## src/sv/stl_pkg.sv

```systemverilog
// ----------------------------------------------------------------------------
// stl_pkg: shared constants of the source token lexer
// Character codes, token kinds, output word layout and queue depth.
// ----------------------------------------------------------------------------
package stl_pkg;

  // characters with a special role
  localparam logic [7:0] CH_EQ      = 8'h3D;  // '='
  localparam logic [7:0] CH_UNDER   = 8'h5F;  // '_'
  localparam logic [7:0] CH_DOT     = 8'h2E;  // '.'
  localparam logic [7:0] CH_QUOTE   = 8'h22;  // '"'
  localparam logic [7:0] CH_NEWLINE = 8'h0A;  // '\n'

  // operator base kinds; the '=' form is base plus one
  localparam logic [4:0] KIND_PLUS    = 5'd0;
  localparam logic [4:0] KIND_MINUS   = 5'd2;
  localparam logic [4:0] KIND_SLASH   = 5'd4;
  localparam logic [4:0] KIND_STAR    = 5'd6;
  localparam logic [4:0] KIND_LESS    = 5'd8;
  localparam logic [4:0] KIND_GREATER = 5'd10;
  localparam logic [4:0] KIND_BANG    = 5'd12;
  localparam logic [4:0] KIND_ASSIGN  = 5'd14;

  // single punctuation
  localparam logic [4:0] KIND_COLON  = 5'd16;
  localparam logic [4:0] KIND_SEMI   = 5'd17;
  localparam logic [4:0] KIND_DOT    = 5'd18;
  localparam logic [4:0] KIND_COMMA  = 5'd19;
  localparam logic [4:0] KIND_LPAREN = 5'd20;
  localparam logic [4:0] KIND_RPAREN = 5'd21;
  localparam logic [4:0] KIND_LBRACK = 5'd22;
  localparam logic [4:0] KIND_RBRACK = 5'd23;
  localparam logic [4:0] KIND_LBRACE = 5'd24;
  localparam logic [4:0] KIND_RBRACE = 5'd25;

  // token kinds beyond operators and punctuation
  localparam logic [4:0] KIND_STRING = 5'd26;
  localparam logic [4:0] KIND_NUMBER = 5'd27;
  localparam logic [4:0] KIND_IDENT  = 5'd28;
  localparam logic [4:0] KIND_END    = 5'd29;

  // output fields
  localparam int KIND_W  = 5;
  localparam int FIELD_W = 20;
  localparam int LINE_W  = 20;
  localparam int OUT_W   = 80;  // start, length, end and line, whole bytes
  localparam int IN_W    = 8;

  localparam logic [LINE_W-1:0] LINE_MAX = {LINE_W{1'b1}};

  // results per input byte, and entries in the front-to-back queue
  localparam int SLOTS       = 3;
  localparam int QUEUE_DEPTH = 4;

endpackage

```

## src/sv/stl_front.sv

```systemverilog
// ----------------------------------------------------------------------------
// stl_front: byte classifier and scanner state
// Accepts one byte a cycle while the queue has room, tracks the token in progress
// and builds an entry of up to three tokens for the back end.
// ----------------------------------------------------------------------------
module stl_front #(
  parameter int OFFSET_BITS = 20,
  localparam int TOK_W   = stl_pkg::KIND_W + 2 * OFFSET_BITS + stl_pkg::LINE_W + 1,
  localparam int ENTRY_W = stl_pkg::SLOTS + stl_pkg::SLOTS * TOK_W
) (
  input  logic               clk,
  input  logic               rst,
  input  logic               in_valid,
  output logic               in_ready,
  input  logic [7:0]         in_byte,
  input  logic               in_final,
  input  logic               q_ready,
  output logic               push,
  output logic [ENTRY_W-1:0] push_entry
);

  typedef struct packed {
    logic [stl_pkg::KIND_W-1:0] kind;
    logic [OFFSET_BITS-1:0]     start;
    logic [OFFSET_BITS-1:0]     stop;
    logic [stl_pkg::LINE_W-1:0] line;
    logic                       last;
  } tok_t;

  typedef struct packed {
    logic [stl_pkg::SLOTS-1:0] mask;
    tok_t [stl_pkg::SLOTS-1:0] tok;
  } entry_t;

  typedef enum logic [2:0] {
    M_IDLE  = 3'd0,
    M_OPER  = 3'd1,
    M_STR   = 3'd2,
    M_IDENT = 3'd3,
    M_NUM   = 3'd4
  } mode_t;

  localparam logic [OFFSET_BITS-1:0] OFFSET_MAX = {OFFSET_BITS{1'b1}};

  mode_t                      mode, mode_next;
  logic [4:0]                 pending_kind, pending_kind_next;
  logic [OFFSET_BITS-1:0]     token_begin, token_begin_next;
  logic [OFFSET_BITS-1:0]     byte_offset;
  logic [stl_pkg::LINE_W-1:0] line_count, line_count_next;

  logic [OFFSET_BITS-1:0] here, next;
  logic                   accept, consumed;
  logic                   op_hit, punct_hit, is_letter, is_digit;
  logic [4:0]             op_kind, punct_kind;
  entry_t                 entry;

  assign in_ready = q_ready;
  assign accept   = in_valid && q_ready;

  // map operator and punctuation bytes to their kinds
  always_comb begin
    op_hit  = 1'b1;
    op_kind = stl_pkg::KIND_PLUS;
    unique case (in_byte)
      8'h2B:   op_kind = stl_pkg::KIND_PLUS;     // +
      8'h2D:   op_kind = stl_pkg::KIND_MINUS;    // -
      8'h2F:   op_kind = stl_pkg::KIND_SLASH;    // /
      8'h2A:   op_kind = stl_pkg::KIND_STAR;     // *
      8'h3C:   op_kind = stl_pkg::KIND_LESS;     // <
      8'h3E:   op_kind = stl_pkg::KIND_GREATER;  // >
      8'h21:   op_kind = stl_pkg::KIND_BANG;     // !
      8'h3D:   op_kind = stl_pkg::KIND_ASSIGN;   // =
      default: op_hit  = 1'b0;
    endcase
    punct_hit  = 1'b1;
    punct_kind = stl_pkg::KIND_COLON;
    unique case (in_byte)
      8'h3A:   punct_kind = stl_pkg::KIND_COLON;   // :
      8'h3B:   punct_kind = stl_pkg::KIND_SEMI;    // ;
      8'h2E:   punct_kind = stl_pkg::KIND_DOT;     // .
      8'h2C:   punct_kind = stl_pkg::KIND_COMMA;   // ,
      8'h28:   punct_kind = stl_pkg::KIND_LPAREN;  // (
      8'h29:   punct_kind = stl_pkg::KIND_RPAREN;  // )
      8'h5B:   punct_kind = stl_pkg::KIND_LBRACK;  // [
      8'h5D:   punct_kind = stl_pkg::KIND_RBRACK;  // ]
      8'h7B:   punct_kind = stl_pkg::KIND_LBRACE;  // {
      8'h7D:   punct_kind = stl_pkg::KIND_RBRACE;  // }
      default: punct_hit  = 1'b0;
    endcase
  end

  assign is_letter = (in_byte >= 8'h61 && in_byte <= 8'h7A) ||
                     (in_byte >= 8'h41 && in_byte <= 8'h5A);
  assign is_digit  = in_byte >= 8'h30 && in_byte <= 8'h39;

  assign here = byte_offset;
  assign next = (byte_offset == OFFSET_MAX) ? byte_offset : byte_offset + 1'b1;

  // scan one byte: close the running token, start a new one, flush at end
  always_comb begin
    mode_next         = mode;
    pending_kind_next = pending_kind;
    token_begin_next  = token_begin;
    line_count_next   = line_count;
    consumed          = 1'b1;
    entry             = '0;

    unique case (mode)
      M_STR: begin
        if (in_byte == stl_pkg::CH_QUOTE) begin
          entry.mask[0] = 1'b1;
          entry.tok[0]  = '{stl_pkg::KIND_STRING, token_begin, here, line_count, 1'b0};
          mode_next     = M_IDLE;
        end
      end
      M_IDENT: begin
        if (!(is_letter || in_byte == stl_pkg::CH_UNDER)) begin
          entry.mask[0] = 1'b1;
          entry.tok[0]  = '{stl_pkg::KIND_IDENT, token_begin, here, line_count, 1'b0};
          mode_next     = M_IDLE;
          consumed      = 1'b0;
        end
      end
      M_NUM: begin
        if (!(is_digit || in_byte == stl_pkg::CH_DOT)) begin
          entry.mask[0] = 1'b1;
          entry.tok[0]  = '{stl_pkg::KIND_NUMBER, token_begin, here, line_count, 1'b0};
          mode_next     = M_IDLE;
          consumed      = 1'b0;
        end
      end
      M_OPER: begin
        entry.mask[0] = 1'b1;
        if (in_byte == stl_pkg::CH_EQ) begin
          entry.tok[0] = '{pending_kind + 5'd1, token_begin, next, line_count, 1'b0};
        end else begin
          entry.tok[0] = '{pending_kind, token_begin, here, line_count, 1'b0};
          consumed     = 1'b0;
        end
        mode_next = M_IDLE;
      end
      default: begin
        mode_next = M_IDLE;
        consumed  = 1'b0;
      end
    endcase

    // handle the byte again from idle
    if (!consumed) begin
      priority if (op_hit) begin
        mode_next         = M_OPER;
        pending_kind_next = op_kind;
        token_begin_next  = here;
      end else if (punct_hit) begin
        entry.mask[1] = 1'b1;
        entry.tok[1]  = '{punct_kind, here, next, line_count, 1'b0};
      end else if (in_byte == stl_pkg::CH_QUOTE) begin
        mode_next        = M_STR;
        token_begin_next = next;
      end else if (in_byte == stl_pkg::CH_NEWLINE) begin
        if (line_count != stl_pkg::LINE_MAX) begin
          line_count_next = line_count + 1'b1;
        end
      end else if (is_letter) begin
        mode_next        = M_IDENT;
        token_begin_next = here;
      end else if (is_digit) begin
        mode_next        = M_NUM;
        token_begin_next = here;
      end else begin
        mode_next = mode_next;
      end
    end

    // end of text: flush the pending token, then close the stream
    if (in_final) begin
      unique case (mode_next)
        M_OPER: begin
          entry.mask[1] = 1'b1;
          entry.tok[1]  = '{pending_kind_next, token_begin_next, next, line_count_next, 1'b0};
        end
        M_STR: begin
          entry.mask[1] = 1'b1;
          entry.tok[1]  = '{stl_pkg::KIND_STRING, token_begin_next, next, line_count_next,
                            1'b0};
        end
        M_IDENT: begin
          entry.mask[1] = 1'b1;
          entry.tok[1]  = '{stl_pkg::KIND_IDENT, token_begin_next, next, line_count_next,
                            1'b0};
        end
        M_NUM: begin
          entry.mask[1] = 1'b1;
          entry.tok[1]  = '{stl_pkg::KIND_NUMBER, token_begin_next, next, line_count_next,
                            1'b0};
        end
        default: begin
          entry.mask[1] = entry.mask[1];
        end
      endcase
      entry.mask[2] = 1'b1;
      entry.tok[2]  = '{stl_pkg::KIND_END, next, next, line_count_next, 1'b1};
    end
  end

  assign push       = accept && (entry.mask != '0);
  assign push_entry = entry;

  // hold scanner state; a final byte returns everything to reset
  always_ff @(posedge clk) begin
    if (rst) begin
      mode         <= M_IDLE;
      pending_kind <= '0;
      token_begin  <= '0;
      byte_offset  <= '0;
      line_count   <= '0;
    end else if (accept) begin
      if (in_final) begin
        mode         <= M_IDLE;
        pending_kind <= '0;
        token_begin  <= '0;
        byte_offset  <= '0;
        line_count   <= '0;
      end else begin
        mode         <= mode_next;
        pending_kind <= pending_kind_next;
        token_begin  <= token_begin_next;
        byte_offset  <= next;
        line_count   <= line_count_next;
      end
    end
  end

endmodule

```

## src/sv/stl_queue.sv

```systemverilog
// ----------------------------------------------------------------------------
// stl_queue: short queue between scanner and token output
// Holds token groups so either side can stall on its own.
// ----------------------------------------------------------------------------
module stl_queue #(
  parameter int WIDTH = 8
) (
  input  logic             clk,
  input  logic             rst,
  input  logic             push,
  input  logic [WIDTH-1:0] push_data,
  output logic             not_full,
  input  logic             pop,
  output logic             head_valid,
  output logic [WIDTH-1:0] head_data
);

  localparam int DEPTH = stl_pkg::QUEUE_DEPTH;
  localparam int IDX_W = $clog2(DEPTH);
  localparam int CNT_W = $clog2(DEPTH + 1);

  logic [WIDTH-1:0] slots [DEPTH];
  logic [IDX_W-1:0] wr_ptr, rd_ptr;
  logic [CNT_W-1:0] count;
  logic             do_push, do_pop;

  assign not_full   = count != CNT_W'(DEPTH);
  assign head_valid = count != '0;
  assign head_data  = slots[rd_ptr];
  assign do_push    = push && not_full;
  assign do_pop     = pop && head_valid;

  // store incoming groups
  always_ff @(posedge clk) begin
    if (do_push) begin
      slots[wr_ptr] <= push_data;
    end
  end

  // advance pointers and occupancy
  always_ff @(posedge clk) begin
    if (rst) begin
      wr_ptr <= '0;
      rd_ptr <= '0;
      count  <= '0;
    end else begin
      if (do_push) begin
        wr_ptr <= (wr_ptr == IDX_W'(DEPTH - 1)) ? '0 : wr_ptr + 1'b1;
      end
      if (do_pop) begin
        rd_ptr <= (rd_ptr == IDX_W'(DEPTH - 1)) ? '0 : rd_ptr + 1'b1;
      end
      unique case ({do_push, do_pop})
        2'b10:   count <= count + 1'b1;
        2'b01:   count <= count - 1'b1;
        default: count <= count;
      endcase
    end
  end

endmodule

```

## src/sv/stl_back.sv

```systemverilog
// ----------------------------------------------------------------------------
// stl_back: token serializer and output register
// Formats the output fields; unpacks groups one word per cycle unless stalled.
// ----------------------------------------------------------------------------
module stl_back #(
  parameter int OFFSET_BITS = 20,
  localparam int TOK_W   = stl_pkg::KIND_W + 2 * OFFSET_BITS + stl_pkg::LINE_W + 1,
  localparam int ENTRY_W = stl_pkg::SLOTS + stl_pkg::SLOTS * TOK_W
) (
  input  logic                       clk,
  input  logic                       rst,
  input  logic                       head_valid,
  input  logic [ENTRY_W-1:0]         head_data,
  output logic                       pop,
  output logic                       out_valid,
  input  logic                       out_ready,
  output logic [stl_pkg::OUT_W-1:0]  out_data,
  output logic [stl_pkg::KIND_W-1:0] out_user,
  output logic                       out_last
);

  typedef struct packed {
    logic [stl_pkg::KIND_W-1:0] kind;
    logic [OFFSET_BITS-1:0]     start;
    logic [OFFSET_BITS-1:0]     stop;
    logic [stl_pkg::LINE_W-1:0] line;
    logic                       last;
  } tok_t;

  typedef struct packed {
    logic [stl_pkg::SLOTS-1:0] mask;
    tok_t [stl_pkg::SLOTS-1:0] tok;
  } entry_t;

  entry_t                    cur;
  logic [stl_pkg::SLOTS-1:0] mask_after;
  tok_t                      sel;
  logic [OFFSET_BITS-1:0]    len_full;
  logic                      load;
  logic [31:0]               start32, stop32, len32;

  assign load = (!out_valid || out_ready) && (cur.mask != '0);

  // pick the lowest pending token of the current group
  always_comb begin
    mask_after = cur.mask;
    sel        = cur.tok[0];
    priority if (cur.mask[0]) begin
      sel           = cur.tok[0];
      mask_after[0] = !load;
    end else if (cur.mask[1]) begin
      sel           = cur.tok[1];
      mask_after[1] = !load;
    end else if (cur.mask[2]) begin
      sel           = cur.tok[2];
      mask_after[2] = !load;
    end else begin
      sel = cur.tok[0];
    end
  end

  assign pop = head_valid && (mask_after == '0);

  // length clamps at zero once offsets have saturated
  assign len_full = (sel.stop >= sel.start) ? sel.stop - sel.start : '0;
  assign start32  = 32'(sel.start);
  assign stop32   = 32'(sel.stop);
  assign len32    = 32'(len_full);

  // hold the current group
  always_ff @(posedge clk) begin
    if (rst) begin
      cur.mask <= '0;
    end else if (pop) begin
      cur <= head_data;
    end else begin
      cur.mask <= mask_after;
    end
  end

  // output register, held while the receiver stalls
  always_ff @(posedge clk) begin
    if (rst) begin
      out_valid <= 1'b0;
    end else if (!out_valid || out_ready) begin
      out_valid <= cur.mask != '0;
    end
  end

  always_ff @(posedge clk) begin
    if (load) begin
      out_data <= {sel.line, stop32[stl_pkg::FIELD_W-1:0], len32[stl_pkg::FIELD_W-1:0],
                   start32[stl_pkg::FIELD_W-1:0]};
      out_user <= sel.kind;
      out_last <= sel.last;
    end
  end

endmodule

```

## src/sv/source_token_lexer.sv

```systemverilog
// ----------------------------------------------------------------------------
// source_token_lexer: streaming source text tokenizer
// One text byte per input word in, one token per output word out.
// ----------------------------------------------------------------------------
// Input channel s_*: tdata carries the text byte, tlast marks the last byte of
// a text. Output channel m_*: tuser carries the token kind, tdata carries
// start, length, end offset and line; tlast marks the end marker of a text.
// A byte is taken every cycle while the token queue has room. Each byte makes
// zero to three tokens (close of the running token, a punctuation or flushed
// token, and the end marker on the final byte). Tokens leave at one per
// cycle while the receiver is ready, so sustained rate is one byte a cycle
// while tokens average at most one per byte; the single output register sets
// that bound. A byte's tokens are written into the queue as one group at the
// edge that takes the byte, then pass through the group register into the
// output register. Operators wait for the next byte, or the end of the text,
// before they are emitted. Reset clears the scanner, the queue and the output
// valid. When the receiver stalls the output word holds, the queue fills, and
// s_tready drops once all four queue entries are in use.
// ----------------------------------------------------------------------------
module source_token_lexer #(
  parameter int OFFSET_BITS = 20
) (
  input  logic        clk,
  input  logic        rst,
  input  logic        s_tvalid,
  output logic        s_tready,
  input  logic [7:0]  s_tdata,   // [7:0] char_byte
  input  logic        s_tlast,   // final_byte
  output logic        m_tvalid,
  input  logic        m_tready,
  output logic [79:0] m_tdata,   // [19:0] text_start, [39:20] text_length,
                                 // [59:40] end_offset, [79:60] line_number
  output logic [4:0]  m_tuser,   // [4:0] token_kind
  output logic        m_tlast    // last_token
);

  localparam int TOK_W   = stl_pkg::KIND_W + 2 * OFFSET_BITS + stl_pkg::LINE_W + 1;
  localparam int ENTRY_W = stl_pkg::SLOTS + stl_pkg::SLOTS * TOK_W;

  logic               q_ready, push, pop, head_valid;
  logic [ENTRY_W-1:0] push_entry, head_data;

  // scan bytes into token groups
  stl_front #(.OFFSET_BITS(OFFSET_BITS)) u_front (
    .clk        (clk),
    .rst        (rst),
    .in_valid   (s_tvalid),
    .in_ready   (s_tready),
    .in_byte    (s_tdata),
    .in_final   (s_tlast),
    .q_ready    (q_ready),
    .push       (push),
    .push_entry (push_entry)
  );

  // decouple scanning from output
  stl_queue #(.WIDTH(ENTRY_W)) u_queue (
    .clk        (clk),
    .rst        (rst),
    .push       (push),
    .push_data  (push_entry),
    .not_full   (q_ready),
    .pop        (pop),
    .head_valid (head_valid),
    .head_data  (head_data)
  );

  // emit one token word per cycle while the receiver is ready
  stl_back #(.OFFSET_BITS(OFFSET_BITS)) u_back (
    .clk        (clk),
    .rst        (rst),
    .head_valid (head_valid),
    .head_data  (head_data),
    .pop        (pop),
    .out_valid  (m_tvalid),
    .out_ready  (m_tready),
    .out_data   (m_tdata),
    .out_user   (m_tuser),
    .out_last   (m_tlast)
  );

endmodule

```

## config.mk

```make
export PLATFORM = sky130hd
export DESIGN_NAME = source_token_lexer
export DESIGN_NICKNAME = d
export VERILOG_FILES = /design/src/sv/stl_pkg.sv /design/src/sv/stl_front.sv /design/src/sv/stl_queue.sv /design/src/sv/stl_back.sv /design/src/sv/source_token_lexer.sv
export SDC_FILE = /design/constraint.sdc
export NUM_CORES = 1
export LEC_CHECK = 0
export BUFFER_PORTS_ARGS = -buffer_cell sky130_fd_sc_hd__buf_2
export CAP_MARGIN = 20
export CORE_ASPECT_RATIO = 0.5
export CORE_UTILIZATION = 35
export DETAILED_ROUTE_END_ITERATION = 8
export GPL_ROUTABILITY_DRIVEN = 0
export PLACE_DENSITY = 0.48
export SKIP_LAST_GASP = 1
export SLEW_MARGIN = 20
export SYNTH_ARGS = -nofsm -noshare
export SYNTH_HDL_FRONTEND = slang
export SYNTH_SLANG_ARGS = --single-unit
```

## constraint.sdc

```tcl
create_clock -name clk -period 13.4 [get_ports clk]
set_input_delay 0.67 -clock clk [delete_from_list [all_inputs] [get_ports clk]]
set_output_delay 0.67 -clock clk [all_outputs]
set_load 0.1 [all_outputs]
```

==> summary.log <==
[cts] insertion delay to the later sink of the worst-skew pair 0.70 ns
[synth] number of flops mapped to enable cells by yosys 949
[route] number of nets with antenna violations after detailed routing 0
[synth] Cell variety after synth 75
[cells_and_area] fraction of layout cells with a size suffix above 1 0.185
[timing] pin slew with the least headroom to its limit 1.10 ns
[synth] portion of the post-synthesis area used by sequential elements 0.719
[grt] number of antenna violations at the first check in global routing 5
[outcome] violations in the final reports DRC
[setup_path] type of origin of the critical path flop
[synth] warnings from Yosys 0
[cts] Clock Root Buffer sky130_fd_sc_hd__clkbuf_16
[cts] TritonCTS clock tree done
[timing] Max Clock Skew 0.0275 ns
[placement] total cell area at the placement stage 44,200 sq um
[grt] wire length of the first global-routing pass 161,000 um
[timing] summed negative setup slack over all endpoints 0 ns
[timing] Max Freq 186 MHz
[power] leakage power 0.0154 uW
[min_path] Hold WC Path Type reg -> reg
[die] Die ar. 121,000 sq um
[synth] Mapped Nets 2,606
[timing] Fin Hold WS 0.482 ns
[power] relative contribution of combinational cells to total power 0.320
[cells_and_area] area overhead of the layout relative to synthesis 14.0%
[timing] shortest period the worst path allows 5.39 ns
[cts] Post-CTS Setup Bufs 0
[power] Switching Power 4050 uW
[power] Sequential Power Share 0.402
[setup_path] kind of end point of the critical path flop
[power] Clock power frac 0.278
[placement] number of I/O port buffers 100
[run] # Max-Cap Violations 0
[route] Total Wirelength 109,000 um
[timing] final cycle utilization of the critical path 0.402
[die] initial core utilization 0.354
[grt] total congestion overflow 0
[setup_path] path type of the worst setup path reg -> reg
[die] Top Ports 101
[route] total number of vias 23,350
[cts] clock sink total 1,030
[cells_and_area] Final Cell Area 47,800 sq um
[cells_and_area] Filler cells 10,635
[cts] Post-CTS Resized 0
[route] final routed DRC violation total 12
[grt] pin count of the biggest net entering global routing 122
[setup_path] CP Max Fanout 41
[die] Die Height 247 um
[synth] number of flip-flops and latches in the synthesized netlist 1,030
[timing] Final Hold Vio Count 0
[grt] global router's overall resource usage 0.180
[route] drt first pass iters 7
[cts] number of buffers added by the clock tree synthesis step 99
[grt] number of global-route vias before repair 23,317
[timing] worst max-slew margin expressed relative to the limit 0.261
[synth] Netlist Area Pre-Place 41,900 sq um
[setup_path] signal arrival time at the worst endpoint 5.79 ns
[cells_and_area] Final nets 2,681
[synth] Post-Syn Area per Cell 16.4 sq um
[outcome] result of the run complete, but fails checks
[power] power density over the cells 232 nW/um^2
[cts] H-tree levels 3
[placement] DP HPWL 63,400 um
[setup_path] worst endpoint required time 13.80 ns
[placement] cell total after placement 4,128
[synth] Most used DFF post-synth sky130_fd_sc_hd__edfxtp_1
[synth] Synth Instances 2,562
[power] Sw Ratio 0.365
[cts] CTS hold repair buffers 0
[synth] async set or reset register ratio after synthesis 0
[route] Starting DRT DRC Count 2,051
[die] std cell rows 89
[timing] Slew Limit Fails 0
[timing] unrepaired setup endpoints after global routing no
[route] average wire length per cell after detail routing 25.3 um
[die] Die Wd 491 um
[power] Max rail drop VDD 240 uV
[cts] clock tree buffer depth 3
[cts] clock slew at reported path FFs 0.07 ns
[die] core area 118,000 sq um
[power] design internal power 7050 uW
[cells_and_area] Layout Cells excl Fill 4,316
[timing] setup violators final 0
[route] Via-to-Cell Ratio 5.41
final cells by class:
class | instances | area [sq um] | area share
tap | 1592 | 1990 | 0.0417
antenna | 1 | 2.50 | 0.0000524
multi-input combinational | 1315 | 11000 | 0.230
sequential | 1030 | 30100 | 0.631
inverter | 53 | 199 | 0.00417
clock buffer | 126 | 2720 | 0.0570
timing repair buffer | 138 | 848 | 0.0178
clock inverter | 61 | 863 | 0.0181
worst max-delay path, cell delays in order, from the launching register on:
cell and delay [ns]:
sky130_fd_sc_hd__dfxtp_4 0.77, sky130_fd_sc_hd__buf_4 0.60, sky130_fd_sc_hd__o21ai_0 0.45, sky130_fd_sc_hd__o21ai_0 0.25
sky130_fd_sc_hd__ha_1 0.34, sky130_fd_sc_hd__a2111oi_0 0.54, sky130_fd_sc_hd__o21ai_0 0.19, sky130_fd_sc_hd__a31o_2 0.26
sky130_fd_sc_hd__a221oi_1 0.54, sky130_fd_sc_hd__a21oi_1 0.21, sky130_fd_sc_hd__nor2_2 0.74, sky130_fd_sc_hd__nor3_1 0.15
layer usage:
layer / up-vias / share of wire / global-route usage
li1: 10268 / - / -
met1: 12317 / 0.47 / 0.262
met2: 590 / 0.46 / 0.282
met3: 175 / 0.044 / 0.0237
met4: 0 / 0.026 / 0.0562
met5: - / 0 / 0
cells by family after synthesis:
family / after synthesis / share of synthesized area
AOI/OAI and AO/OA: 467 / 0.0736
xor gates and xnor gates: 48 / 0.0100
adders and majority gates: 32 / 0.00985
buffers and inverters: 217 / 0.0205
DFF: 1030 / 0.719
muxes: 189 / 0.0969
and+or+nand+nor: 579 / 0.0703
state kept, by name (all words and copies together), names as in the netlist, named ones only:
register	flops
u_front.line_count	20
u_back.out_user	5
u_queue.rd_ptr	2
u_queue.wr_ptr	2
u_back.out_valid	1
u_queue.slots	692
u_front.pending_kind	5
u_front.mode	3
u_back.out_data	80
u_back.cur	174
u_front.token_begin	20
u_front.byte_offset	20
u_back.out_last	1
u_queue.count	3
worst paths after layout:
kind | slack [ns] | cells after the start | start | end
worst min-delay path | 0.48 | 2 | u_front.token_begin[18] | u_front.token_begin[18]
worst max-delay path | 8.01 | 11 | u_back.cur[198] | u_back.out_data[25]
worst min register to register | 0.48 | 2 | u_front.token_begin[18] | u_front.token_begin[18]
worst max register to register | 8.01 | 11 | u_back.cur[198] | u_back.out_data[25]
synthesized netlist by cell type, drive strengths merged, types with 16 or more instances:
library cell	count	share of area
edfxtp	949	0.68
mux4	173	0.093
nor2	142	0.013
nand2	124	0.011
a21oi	120	0.014
o21ai	115	0.014
clkbuf	109	0.0098
dfxtp	81	0.039
nand2b	61	0.0091
buf	55	0.0060
and2	52	0.0078
inv	52	0.0047
nor2b	49	0.0073
nand3	38	0.0045
xnor2	32	0.0067
a22oi	31	0.0056
ha	29	0.0087
nor3	27	0.0032
a221o	24	0.0057
a221oi	23	0.0048
o22ai	21	0.0031
nand4	19	0.0028
o221ai	17	0.0036
a22o	16	0.0033
xor2	16	0.0033
through the flow:
stage / worst slack, ns / utilization / total power [uW]
floorplan: 3.71 / - / 7200
global route: 7.66 / 0.404 / 11600
CTS: 7.99 / 0.404 / 11200
finish: 8.01 / 0.404 / 11100
detailed placement: 8.00 / 0.373 / 8130
global placement: 8.09 / 0.373 / 8130
placed cells by master, fill, tap and decap left out, types with 9 or more instances in the layout:
cell type                   synthesis  layout
sky130_fd_sc_hd__a21o_1             9       9
sky130_fd_sc_hd__clkbuf_16          0     103
sky130_fd_sc_hd__a22oi_1           31      31
sky130_fd_sc_hd__a2bb2oi_1         10      10
sky130_fd_sc_hd__mux2i_1           14      14
sky130_fd_sc_hd__o31ai_1           11      11
sky130_fd_sc_hd__dfxtp_1           81      76
sky130_fd_sc_hd__or3_1             14      14
sky130_fd_sc_hd__clkinv_1           1      17
sky130_fd_sc_hd__mux4_2           173     173
sky130_fd_sc_hd__clkinv_2           0      17
sky130_fd_sc_hd__xor2_1            16      16
sky130_fd_sc_hd__and3_1            10      10
sky130_fd_sc_hd__edfxtp_1         949     949
sky130_fd_sc_hd__a31oi_1           11      11
sky130_fd_sc_hd__nand4_1           19      19
sky130_fd_sc_hd__o21ai_0          111     111
sky130_fd_sc_hd__buf_2             12     100
sky130_fd_sc_hd__nor2_1           141     137
sky130_fd_sc_hd__buf_4              4      33
sky130_fd_sc_hd__xnor2_1           32      32
sky130_fd_sc_hd__and2_1            52      48
sky130_fd_sc_hd__a221o_1           24      24
sky130_fd_sc_hd__bufinv_16          0      21
sky130_fd_sc_hd__o221ai_1          17      17
sky130_fd_sc_hd__a21oi_1          120     119
sky130_fd_sc_hd__a22o_1            16      16
sky130_fd_sc_hd__o22ai_1           21      21
sky130_fd_sc_hd__a221oi_1          23      23
sky130_fd_sc_hd__clkbuf_1         109      17
sky130_fd_sc_hd__nand2_1          124     124
sky130_fd_sc_hd__nor4_1            11      10
sky130_fd_sc_hd__nor3_1            27      27
sky130_fd_sc_hd__nand2b_1          61      61
sky130_fd_sc_hd__nor2b_1           49      46
sky130_fd_sc_hd__inv_1             52      52
sky130_fd_sc_hd__ha_1              29      29
sky130_fd_sc_hd__nand3_1           38      38
power groups by stage:
stage | registers, uW | logic [uW] | clock network, uW
final | 4460 | 3550 | 3090
after global routing | 4510 | 3790 | 3280
after CTS | 4480 | 3600 | 3150
after detailed placement | 4540 | 3590 | 0
after global placement | 4540 | 3590 | 0
after floorplan | 5460 | 1740 | 0
(Power assumes the default switching activity.)
